`src/rtl/pem_pkg.sv`:
```
`timescale 1ns / 1ps

package pem_pkg;

   // Field widths of the transaction payloads and the control port.
   localparam int MODE_W      = 3;
   localparam int TIME_W      = 32;
   localparam int HOUR_W      = 5;
   localparam int DAY_W       = 5;
   localparam int COUNT_W     = 32;
   localparam int WATTS_W     = 16;
   localparam int SECS_W      = 23;
   localparam int CFG_W       = 16;
   localparam int CSR_INDEX_W = 1;

   // Divisor is pulses_per_kwh times the pulse period.
   localparam int DEN_W       = CFG_W + TIME_W;
   localparam int DIV_STEPS   = TIME_W;
   localparam int DIV_COUNT_W = $clog2(DIV_STEPS);

   // Register indexes of the control port.
   localparam logic [CSR_INDEX_W-1:0] CSR_DEBOUNCE = 1'd0;
   localparam logic [CSR_INDEX_W-1:0] CSR_PPK      = 1'd1;

   // Register reset values.
   localparam logic [CFG_W-1:0] DEBOUNCE_RESET = 16'd80;
   localparam logic [CFG_W-1:0] PPK_RESET      = 16'd3200;

   // Transaction modes.
   localparam logic [MODE_W-1:0] MODE_STATUS    = 3'd0;
   localparam logic [MODE_W-1:0] MODE_PULSE     = 3'd1;
   localparam logic [MODE_W-1:0] MODE_LOAD      = 3'd2;
   localparam logic [MODE_W-1:0] MODE_CLR_DAY   = 3'd3;
   localparam logic [MODE_W-1:0] MODE_CLR_MONTH = 3'd4;

   // Milliseconds per hour times watts per kilowatt.
   localparam logic [TIME_W-1:0] CONV_NUMERATOR = 32'd3600000000;
   localparam logic [WATTS_W-1:0] WATTS_MAX = 16'hFFFF;

   // Division by 1000 as a multiply by ceil(2^38 / 1000) and a shift by 38;
   // exact for every 32-bit dividend.
   localparam int SECS_RECIP_W = 29;
   localparam logic [SECS_RECIP_W-1:0] SECS_RECIP = 29'd274877907;
   localparam int SECS_SHIFT = 38;
   localparam int SECS_PROD_W = TIME_W + SECS_RECIP_W;

   // Calendar values that trigger the day and month stamps.
   localparam logic [HOUR_W-1:0] MIDNIGHT_HOUR = 5'd0;
   localparam logic [DAY_W-1:0]  FIRST_DAY     = 5'd1;

   // Sequencer states.
   typedef enum logic [1:0] {
      SEQ_IDLE,
      SEQ_CALC,
      SEQ_DIV,
      SEQ_FIN
   } seq_state_type;

   // Divider control and status.
   typedef struct packed {
      logic start;
   } div_ctl_type;

   typedef struct packed {
      logic busy;
      logic done;
   } div_sts_type;

endpackage

```
`src/rtl/pem_req_if.sv`:
```
`timescale 1ns / 1ps

interface pem_req_if;
   logic                                 valid;
   logic                                 ready;
   logic [pem_pkg::MODE_W-1:0]           mode;
   logic [pem_pkg::TIME_W-1:0]           now_ms;
   logic [pem_pkg::HOUR_W-1:0]           hour;
   logic [pem_pkg::DAY_W-1:0]            day_of_month;
   logic                                 time_valid;
   logic [pem_pkg::COUNT_W-1:0]          load_value;

   modport source (
      output valid, mode, now_ms, hour, day_of_month, time_valid, load_value,
      input  ready
   );

   modport sink (
      input  valid, mode, now_ms, hour, day_of_month, time_valid, load_value,
      output ready
   );
endinterface

```
`src/rtl/pem_rsp_if.sv`:
```
`timescale 1ns / 1ps

interface pem_rsp_if;
   logic                                 valid;
   logic                                 ready;
   logic                                 accepted;
   logic [pem_pkg::WATTS_W-1:0]          watts;
   logic [pem_pkg::COUNT_W-1:0]          total_pulses;
   logic [pem_pkg::COUNT_W-1:0]          day_count;
   logic [pem_pkg::COUNT_W-1:0]          month_count;
   logic [pem_pkg::COUNT_W-1:0]          last_month_count;
   logic [pem_pkg::SECS_W-1:0]           seconds_since_pulse;

   modport source (
      output valid, accepted, watts, total_pulses, day_count, month_count,
             last_month_count, seconds_since_pulse,
      input  ready
   );

   modport sink (
      input  valid, accepted, watts, total_pulses, day_count, month_count,
             last_month_count, seconds_since_pulse,
      output ready
   );
endinterface

```
`src/rtl/pem_div.sv`:
```
`timescale 1ns / 1ps

// Restoring divider: one quotient bit per cycle, most significant first.
module pem_div (
   input  logic                          clock,
   input  logic                          reset,
   input  pem_pkg::div_ctl_type          ctl,
   input  logic [pem_pkg::TIME_W-1:0]    dividend,
   input  logic [pem_pkg::DEN_W-1:0]     divisor,
   output pem_pkg::div_sts_type          sts,
   output logic [pem_pkg::TIME_W-1:0]    quotient
);

   logic                              busy_ff, busy_in;
   logic                              done_ff, done_in;
   logic [pem_pkg::DIV_COUNT_W-1:0]   count_ff, count_in;
   logic [pem_pkg::DEN_W-1:0]         rem_ff, rem_in;
   logic [pem_pkg::DEN_W-1:0]         divisor_ff, divisor_in;
   logic [pem_pkg::TIME_W-1:0]        quo_ff, quo_in;
   logic [pem_pkg::DEN_W:0]           trial;
   logic [pem_pkg::DEN_W:0]           diff;
   logic                              fits;

   // One step: shift in the next dividend bit and subtract when it fits.
   assign trial = {rem_ff, quo_ff[pem_pkg::TIME_W-1]};
   assign diff  = trial - {1'b0, divisor_ff};
   assign fits  = (trial >= {1'b0, divisor_ff});

   always_comb begin
      busy_in    = busy_ff;
      done_in    = 1'b0;
      count_in   = count_ff;
      rem_in     = rem_ff;
      divisor_in = divisor_ff;
      quo_in     = quo_ff;
      if (ctl.start) begin
         busy_in    = 1'b1;
         count_in   = '0;
         rem_in     = '0;
         divisor_in = divisor;
         quo_in     = dividend;
      end else if (busy_ff) begin
         rem_in   = fits ? diff[pem_pkg::DEN_W-1:0] : trial[pem_pkg::DEN_W-1:0];
         quo_in   = {quo_ff[pem_pkg::TIME_W-2:0], fits};
         count_in = count_ff + 1'b1;
         if (count_ff == pem_pkg::DIV_COUNT_W'(pem_pkg::DIV_STEPS - 1)) begin
            busy_in = 1'b0;
            done_in = 1'b1;
         end
      end
   end

   always_ff @(posedge clock) begin
      if (reset) begin
         busy_ff  <= 1'b0;
         done_ff  <= 1'b0;
         count_ff <= '0;
      end else begin
         busy_ff  <= busy_in;
         done_ff  <= done_in;
         count_ff <= count_in;
      end
   end

   // Datapath registers need no reset.
   always_ff @(posedge clock) begin
      rem_ff     <= rem_in;
      divisor_ff <= divisor_in;
      quo_ff     <= quo_in;
   end

   assign sts.busy = busy_ff;
   assign sts.done = done_ff;
   assign quotient = quo_ff;

endmodule

```
`src/rtl/pulse_energy_meter_top.sv`:
```
`timescale 1ns / 1ps

// A counted pulse with a nonzero period product passes through the calculation state, the
// divider steps up to its done flag and the finish state; every other transaction goes from
// the calculation state straight to the finish state. The input is ready only when idle,
// so a new transaction is taken only after the previous result is loaded, and that load
// waits while the output register holds a result not yet taken. Reset (synchronous, active
// high) clears the control and architectural state and loads debounce 80, constant 3200.
module pulse_energy_meter_top (
   input  logic                                clock,
   input  logic                                reset,
   pem_req_if.sink                             req_ch,
   pem_rsp_if.source                           rsp_ch,
   input  logic                                csr_we,
   input  logic [pem_pkg::CSR_INDEX_W-1:0]     csr_index,
   input  logic [pem_pkg::CFG_W-1:0]           csr_wdata
);

   // Configuration registers.
   logic [pem_pkg::CFG_W-1:0] debounce_ff;
   logic [pem_pkg::CFG_W-1:0] ppk_ff;

   // Sequencer.
   pem_pkg::seq_state_type state_ff, state_in;
   logic req_fire;
   logic fin_load;

   // Captured transaction.
   logic [pem_pkg::MODE_W-1:0]  mode_ff;
   logic [pem_pkg::TIME_W-1:0]  now_ff;
   logic [pem_pkg::HOUR_W-1:0]  hour_ff;
   logic [pem_pkg::DAY_W-1:0]   mday_ff;
   logic                        tvalid_ff;
   logic [pem_pkg::COUNT_W-1:0] load_ff;
   logic [pem_pkg::TIME_W-1:0]  elapsed_ff;

   // Products and flags formed in the calculation cycle.
   logic [pem_pkg::SECS_PROD_W-1:0] secs_prod;
   logic [pem_pkg::DEN_W-1:0]       den;
   logic                            acc_calc;
   logic [pem_pkg::SECS_W-1:0]      secs_ff;
   logic                            acc_ff;
   logic                            den_zero_ff;

   // Architectural state.
   logic [pem_pkg::COUNT_W-1:0] total_ff, total_in;
   logic [pem_pkg::COUNT_W-1:0] day_base_ff, day_base_in;
   logic [pem_pkg::COUNT_W-1:0] month_base_ff, month_base_in;
   logic [pem_pkg::TIME_W-1:0]  last_pulse_ff, last_pulse_in;
   logic [pem_pkg::WATTS_W-1:0] watts_ff, watts_in;
   logic [pem_pkg::COUNT_W-1:0] published_ff, published_in;
   logic [pem_pkg::COUNT_W-1:0] prev_month_ff, prev_month_in;
   logic [pem_pkg::HOUR_W-1:0]  seen_hour_ff, seen_hour_in;
   logic [pem_pkg::DAY_W-1:0]   seen_day_ff, seen_day_in;

   // Output register.
   logic                        rsp_valid_ff;
   logic                        rsp_acc_ff;
   logic [pem_pkg::WATTS_W-1:0] rsp_watts_ff;
   logic [pem_pkg::COUNT_W-1:0] rsp_total_ff;
   logic [pem_pkg::COUNT_W-1:0] rsp_day_ff;
   logic [pem_pkg::COUNT_W-1:0] rsp_month_ff;
   logic [pem_pkg::COUNT_W-1:0] rsp_last_month_ff;
   logic [pem_pkg::SECS_W-1:0]  rsp_secs_ff;

   // Divider for the power quotient.
   pem_pkg::div_ctl_type        div_ctl;
   pem_pkg::div_sts_type        div_sts;
   logic [pem_pkg::TIME_W-1:0]  div_quo;

   pem_div u_div (
      .clock    (clock),
      .reset    (reset),
      .ctl      (div_ctl),
      .dividend (pem_pkg::CONV_NUMERATOR),
      .divisor  (den),
      .sts      (div_sts),
      .quotient (div_quo)
   );

   // Configuration writes.
   always_ff @(posedge clock) begin
      if (reset) begin
         debounce_ff <= pem_pkg::DEBOUNCE_RESET;
         ppk_ff      <= pem_pkg::PPK_RESET;
      end else if (csr_we) begin
         unique case (csr_index)
            pem_pkg::CSR_DEBOUNCE: debounce_ff <= csr_wdata;
            pem_pkg::CSR_PPK:      ppk_ff      <= csr_wdata;
         endcase
      end
   end

   // Period product for power and reciprocal product for seconds.
   assign den       = pem_pkg::DEN_W'(elapsed_ff) * pem_pkg::DEN_W'(ppk_ff);
   assign secs_prod = elapsed_ff * pem_pkg::SECS_RECIP;
   assign acc_calc  = (mode_ff == pem_pkg::MODE_PULSE) &&
                      (elapsed_ff >= pem_pkg::TIME_W'(debounce_ff));

   assign req_fire = req_ch.valid && req_ch.ready;

   // Sequencer next state and control.
   always_comb begin
      state_in      = state_ff;
      req_ch.ready  = 1'b0;
      div_ctl.start = 1'b0;
      fin_load      = 1'b0;
      unique case (state_ff)
         pem_pkg::SEQ_IDLE: begin
            req_ch.ready = 1'b1;
            if (req_ch.valid) begin
               state_in = pem_pkg::SEQ_CALC;
            end
         end
         pem_pkg::SEQ_CALC: begin
            if (acc_calc && (den != '0)) begin
               div_ctl.start = 1'b1;
               state_in      = pem_pkg::SEQ_DIV;
            end else begin
               state_in = pem_pkg::SEQ_FIN;
            end
         end
         pem_pkg::SEQ_DIV: begin
            if (div_sts.done) begin
               state_in = pem_pkg::SEQ_FIN;
            end
         end
         pem_pkg::SEQ_FIN: begin
            if (!rsp_valid_ff || rsp_ch.ready) begin
               fin_load = 1'b1;
               state_in = pem_pkg::SEQ_IDLE;
            end
         end
      endcase
   end

   always_ff @(posedge clock) begin
      if (reset) begin
         state_ff <= pem_pkg::SEQ_IDLE;
      end else begin
         state_ff <= state_in;
      end
   end

   // Capture the transaction and the time since the last counted pulse.
   always_ff @(posedge clock) begin
      if (req_fire) begin
         mode_ff    <= req_ch.mode;
         now_ff     <= req_ch.now_ms;
         hour_ff    <= req_ch.hour;
         mday_ff    <= req_ch.day_of_month;
         tvalid_ff  <= req_ch.time_valid;
         load_ff    <= req_ch.load_value;
         elapsed_ff <= req_ch.now_ms - last_pulse_ff;
      end
      if (state_ff == pem_pkg::SEQ_CALC) begin
         secs_ff     <= secs_prod[pem_pkg::SECS_PROD_W-1:pem_pkg::SECS_SHIFT];
         acc_ff      <= acc_calc;
         den_zero_ff <= (den == '0);
      end
   end

   // Mode action, then the calendar stamps, then the published month count.
   always_comb begin
      total_in      = total_ff;
      day_base_in   = day_base_ff;
      month_base_in = month_base_ff;
      last_pulse_in = last_pulse_ff;
      watts_in      = watts_ff;
      prev_month_in = prev_month_ff;
      seen_hour_in  = seen_hour_ff;
      seen_day_in   = seen_day_ff;

      unique case (mode_ff)
         pem_pkg::MODE_PULSE: begin
            if (acc_ff) begin
               total_in      = total_ff + 1'b1;
               last_pulse_in = now_ff;
               if (!den_zero_ff) begin
                  watts_in = (div_quo > pem_pkg::TIME_W'(pem_pkg::WATTS_MAX)) ?
                             pem_pkg::WATTS_MAX : div_quo[pem_pkg::WATTS_W-1:0];
               end
            end
         end
         pem_pkg::MODE_LOAD:      total_in      = load_ff;
         pem_pkg::MODE_CLR_DAY:   day_base_in   = total_ff;
         pem_pkg::MODE_CLR_MONTH: month_base_in = total_ff;
         default: ;
      endcase

      if (tvalid_ff) begin
         if ((hour_ff == pem_pkg::MIDNIGHT_HOUR) &&
             (seen_hour_ff != pem_pkg::MIDNIGHT_HOUR)) begin
            day_base_in = total_in;
            if ((mday_ff == pem_pkg::FIRST_DAY) && (seen_day_ff != pem_pkg::FIRST_DAY)) begin
               prev_month_in = published_ff;
               month_base_in = total_in;
            end
         end
         seen_hour_in = hour_ff;
         seen_day_in  = mday_ff;
      end

      published_in = total_in - month_base_in;
   end

   // Commit the state when the result is loaded.
   always_ff @(posedge clock) begin
      if (reset) begin
         total_ff      <= '0;
         day_base_ff   <= '0;
         month_base_ff <= '0;
         last_pulse_ff <= '0;
         watts_ff      <= '0;
         published_ff  <= '0;
         prev_month_ff <= '0;
         seen_hour_ff  <= '0;
         seen_day_ff   <= '0;
      end else if (fin_load) begin
         total_ff      <= total_in;
         day_base_ff   <= day_base_in;
         month_base_ff <= month_base_in;
         last_pulse_ff <= last_pulse_in;
         watts_ff      <= watts_in;
         published_ff  <= published_in;
         prev_month_ff <= prev_month_in;
         seen_hour_ff  <= seen_hour_in;
         seen_day_ff   <= seen_day_in;
      end
   end

   // Output register: valid holds until the transaction is taken.
   always_ff @(posedge clock) begin
      if (reset) begin
         rsp_valid_ff <= 1'b0;
      end else if (fin_load) begin
         rsp_valid_ff <= 1'b1;
      end else if (rsp_ch.ready) begin
         rsp_valid_ff <= 1'b0;
      end
   end

   always_ff @(posedge clock) begin
      if (fin_load) begin
         rsp_acc_ff        <= acc_ff && (mode_ff == pem_pkg::MODE_PULSE);
         rsp_watts_ff      <= watts_in;
         rsp_total_ff      <= total_in;
         rsp_day_ff        <= total_in - day_base_in;
         rsp_month_ff      <= published_in;
         rsp_last_month_ff <= prev_month_in;
         rsp_secs_ff       <= secs_ff;
      end
   end

   assign rsp_ch.valid               = rsp_valid_ff;
   assign rsp_ch.accepted            = rsp_acc_ff;
   assign rsp_ch.watts               = rsp_watts_ff;
   assign rsp_ch.total_pulses        = rsp_total_ff;
   assign rsp_ch.day_count           = rsp_day_ff;
   assign rsp_ch.month_count         = rsp_month_ff;
   assign rsp_ch.last_month_count    = rsp_last_month_ff;
   assign rsp_ch.seconds_since_pulse = rsp_secs_ff;

   // The divider is running or just finished whenever the sequencer waits on it.
   assert property (@(posedge clock) disable iff (reset)
      (state_ff == pem_pkg::SEQ_DIV) |-> (div_sts.busy || div_sts.done))
      else $error("sequencer waits on an idle divider");

   // The divider is never restarted while a division is in progress.
   assert property (@(posedge clock) disable iff (reset)
      div_ctl.start |-> !div_sts.busy)
      else $error("divider started while busy");

   // A counted pulse advances the total by exactly one.
   assert property (@(posedge clock) disable iff (reset)
      (fin_load && acc_ff && (mode_ff == pem_pkg::MODE_PULSE)) |=>
      (total_ff == pem_pkg::COUNT_W'($past(total_ff) + 1'b1)))
      else $error("counted pulse did not advance the total by one");

endmodule

```
`src/flat_wrapper.sv`:
```
// flat-port wrapper written by rule: the top's interface ports become plain ports
module pulse_energy_meter_top_flat 
  (clock, reset, csr_we, csr_index, csr_wdata, req_ch_valid, req_ch_mode, req_ch_now_ms, req_ch_hour, req_ch_day_of_month, req_ch_time_valid, req_ch_load_value, req_ch_ready, rsp_ch_valid, rsp_ch_accepted, rsp_ch_watts, rsp_ch_total_pulses, rsp_ch_day_count, rsp_ch_month_count, rsp_ch_last_month_count, rsp_ch_seconds_since_pulse, rsp_ch_ready);
  pem_req_if req_ch_i ();
  pem_rsp_if rsp_ch_i ();
  input  logic clock;
  input  logic reset;
  input  logic csr_we;
  input  logic [pem_pkg::CSR_INDEX_W-1:0] csr_index;
  input  logic [pem_pkg::CFG_W-1:0] csr_wdata;
  input wire logic [$bits(req_ch_i.valid)-1:0] req_ch_valid;
  input wire logic [$bits(req_ch_i.mode)-1:0] req_ch_mode;
  input wire logic [$bits(req_ch_i.now_ms)-1:0] req_ch_now_ms;
  input wire logic [$bits(req_ch_i.hour)-1:0] req_ch_hour;
  input wire logic [$bits(req_ch_i.day_of_month)-1:0] req_ch_day_of_month;
  input wire logic [$bits(req_ch_i.time_valid)-1:0] req_ch_time_valid;
  input wire logic [$bits(req_ch_i.load_value)-1:0] req_ch_load_value;
  output wire logic [$bits(req_ch_i.ready)-1:0] req_ch_ready;
  output wire logic [$bits(rsp_ch_i.valid)-1:0] rsp_ch_valid;
  output wire logic [$bits(rsp_ch_i.accepted)-1:0] rsp_ch_accepted;
  output wire logic [$bits(rsp_ch_i.watts)-1:0] rsp_ch_watts;
  output wire logic [$bits(rsp_ch_i.total_pulses)-1:0] rsp_ch_total_pulses;
  output wire logic [$bits(rsp_ch_i.day_count)-1:0] rsp_ch_day_count;
  output wire logic [$bits(rsp_ch_i.month_count)-1:0] rsp_ch_month_count;
  output wire logic [$bits(rsp_ch_i.last_month_count)-1:0] rsp_ch_last_month_count;
  output wire logic [$bits(rsp_ch_i.seconds_since_pulse)-1:0] rsp_ch_seconds_since_pulse;
  input wire logic [$bits(rsp_ch_i.ready)-1:0] rsp_ch_ready;
  assign req_ch_i.valid = req_ch_valid;
  assign req_ch_i.mode = req_ch_mode;
  assign req_ch_i.now_ms = req_ch_now_ms;
  assign req_ch_i.hour = req_ch_hour;
  assign req_ch_i.day_of_month = req_ch_day_of_month;
  assign req_ch_i.time_valid = req_ch_time_valid;
  assign req_ch_i.load_value = req_ch_load_value;
  assign req_ch_ready = req_ch_i.ready;
  assign rsp_ch_valid = rsp_ch_i.valid;
  assign rsp_ch_accepted = rsp_ch_i.accepted;
  assign rsp_ch_watts = rsp_ch_i.watts;
  assign rsp_ch_total_pulses = rsp_ch_i.total_pulses;
  assign rsp_ch_day_count = rsp_ch_i.day_count;
  assign rsp_ch_month_count = rsp_ch_i.month_count;
  assign rsp_ch_last_month_count = rsp_ch_i.last_month_count;
  assign rsp_ch_seconds_since_pulse = rsp_ch_i.seconds_since_pulse;
  assign rsp_ch_i.ready = rsp_ch_ready;
  pulse_energy_meter_top u_core (.clock(clock), .reset(reset), .req_ch(req_ch_i), .rsp_ch(rsp_ch_i), .csr_we(csr_we), .csr_index(csr_index), .csr_wdata(csr_wdata));
endmodule
```
`config.mk`:
```
export PLATFORM = sky130hd
export DESIGN_NAME = pulse_energy_meter_top_flat
export DESIGN_NICKNAME = d
export VERILOG_FILES = /design/src/rtl/pem_pkg.sv /design/src/rtl/pem_req_if.sv /design/src/rtl/pem_rsp_if.sv /design/src/rtl/pem_div.sv /design/src/rtl/pulse_energy_meter_top.sv /design/src/flat_wrapper.sv
export SDC_FILE = /design/constraint.sdc
export NUM_CORES = 2
export LEC_CHECK = 0
export BUFFER_PORTS_ARGS = -buffer_cell sky130_fd_sc_hd__buf_4
export CAP_MARGIN = 10
export CORE_ASPECT_RATIO = 0.5
export CORE_MARGIN = 1
export CORE_UTILIZATION = 55
export CTS_CLUSTER_DIAMETER = 150
export DETAILED_ROUTE_END_ITERATION = 6
export PLACE_DENSITY = 0.81
export SYNTH_ARGS = -nofsm -noshare
export SYNTH_HDL_FRONTEND = slang
export SYNTH_HIERARCHICAL = 1
export SYNTH_SLANG_ARGS = --single-unit
```
`constraint.sdc`:
```
create_clock -name clock -period 14.2 [get_ports clock]
set_input_delay 1.42 -clock clock [delete_from_list [all_inputs] [get_ports clock]]
set_output_delay 1.42 -clock clock [all_outputs]
set_load 0.02 [all_outputs]
```
==> results.ini <==
[status]
status=completed

[clock_tree]
hold_buffers=0
root_buffer=clkbuf_16
cts_sinks=691
cts-buffers-inserted=61
htree_num_levels=2
clk_latency_ns=0.71
clockBufferDepth=3
postCtsSetupRepairBufs=0
post_cts_resized=0
cts_tree=yes
clkTransAtPathRegs_ns=0.07

[placed_design]
dpl_cell_area_um2=68600
dp_cells=8453
hpwl_um=118000
io_buffers=269
globalplace.congestion=0.929
dp_slack_ns=4.91

[floorplanning]
initial_core_util_pct=55.9
coreArea_um2=116000
die-area_um2=119000
dieWidth_um=488
io_pins=270
die_y_um=245
core.rowCount=88

[synth]
syn-instance-count=6772
ys_warn_count=6
avgSynthCellArea_um2=9.58
synth_area_um2=64900

[layout]
layout_commonest_cell=inv_1
final_cell_mix=inv_1, nand2_1, fa_1
drive_above_1_share_pct=8.48
final_area_um2=70700
layout.nets=8445
instances_no_fill=8571
area_growth_pct=9.00

[grt]
grt_first_pass_wirelength_um=258000
overflow=0
antenna_found_initial=0
track_usage_pct=27.0
grt_max_degree=127
first_global_vias=49100

[sta]
fmax_ghz=0.109
slew_violations=0
rsz0062_at_grt=no
tightest_slew_ns=1.13
fin_skew_ns=0.0462
relSlewSlack_pct=24.9
fin_crit_sh_pct=64.3
tns_ns=0
final-setup-viol-count=0
layout_min_cycle_time_ns=9.14
setup_ws_ns=5.06
finalHoldViolations=0

[detailed_routing]
wl_um=159000
final_antenna_net_count=0
drcViolationCount=0
first_pass_iters=6
vias=48600
avgRoutedWirePerCell_um=18.6
first_iter_violations=4043
via_per_inst=5.67

[critical_path]
critPathLaunchType=flop
rr_startpoint=u_core/ppk_ff[10]
crit_start=u_core/ppk_ff[10]
slowest_delay_ns=0.78
worstPathArrival_ns=9.72
cp.required_ns=14.79
crit_top_cell=fa_1
r2r_slack_ns=5.06
path_max_fanout=46
critical_path_class=flop to flop
cpMaxStageDelayCell=dfxtp_1
end_kind=flop

[hold_path]
min_from=u_core/secs_ff[2]
hp-class=flop to flop

[run]
maxCapViolations=0

==> metal layers <==
layer | vias up | track usage, % | share of wire (%)
met3 | 335 | 4.62 | 8.0
li1 | 22800 | - | -
met1 | 23600 | 36.3 | 43
met5 | - | 0 | 0
met4 | 0 | 8.46 | 3.2
met2 | 1888 | 44.3 | 46
==> stage by stage <==
step | hold slack (ns) | util (%)
after floorplan | 0.400 | -
after global placement | 0.401 | 59.0
after detailed placement | 0.405 | 59.0
after CTS | 0.414 | 60.9
after global routing | 0.423 | 60.9
final | 0.410 | 60.9
==> sequential cells by signal (all words and copies together), names as in the netlist, 32 cells and up <==
| register | cells |
|---|---|
| u_core/day_base_ff | 32 |
| u_core/elapsed_ff | 32 |
| u_core/last_pulse_ff | 32 |
| u_core/load_ff | 32 |
| u_core/month_base_ff | 32 |
| u_core/now_ff | 32 |
| u_core/prev_month_ff | 32 |
| u_core/published_ff | 32 |
| u_core/rsp_ch.day_count | 32 |
| u_core/rsp_ch.last_month_count | 32 |
| u_core/rsp_ch.month_count | 32 |
| u_core/rsp_ch.total_pulses | 32 |
| u_core/total_ff | 32 |
| u_core/u_div/divisor_ff | 48 |
| u_core/u_div/quotient | 32 |
| u_core/u_div/rem_ff | 48 |
==> area by class of cell <==
cell class              instances  area [um2]
well taps                    1575        1970
clock inverters                36         490
flip-flops and latches        691       17700
diodes                          1        2.50
clock buffers                  80        1660
fillers                      9365       45400
repair buffers                349        2650
inverters                    1012        3810
multi-input cells            4827       42500
==> critical path: cells and delay by family (launching register included) <==
family                     cells  cell delay, ns
buffers and inverters          4            0.52
DFF                            1            0.78
AOI/OAI and AO/OA              6            2.35
and+or+nand+nor                7            1.77
xor gates and xnor gates       1            0.14
adders and majority gates      7            3.45
==> path summary, 6_finish.rpt <==
check                                              end  depth (start not counted)
setup reg to reg               u_core/u_div/rem_ff[33]                         25
hold reg to reg   u_core/rsp_ch.seconds_since_pulse[2]                          0
hold / removal    u_core/rsp_ch.seconds_since_pulse[2]                          0
setup / recovery               u_core/u_div/rem_ff[33]                         25
Power is not shown: default switching activity piles up to over one toggle a cycle in this logic, so the estimate is an artifact.
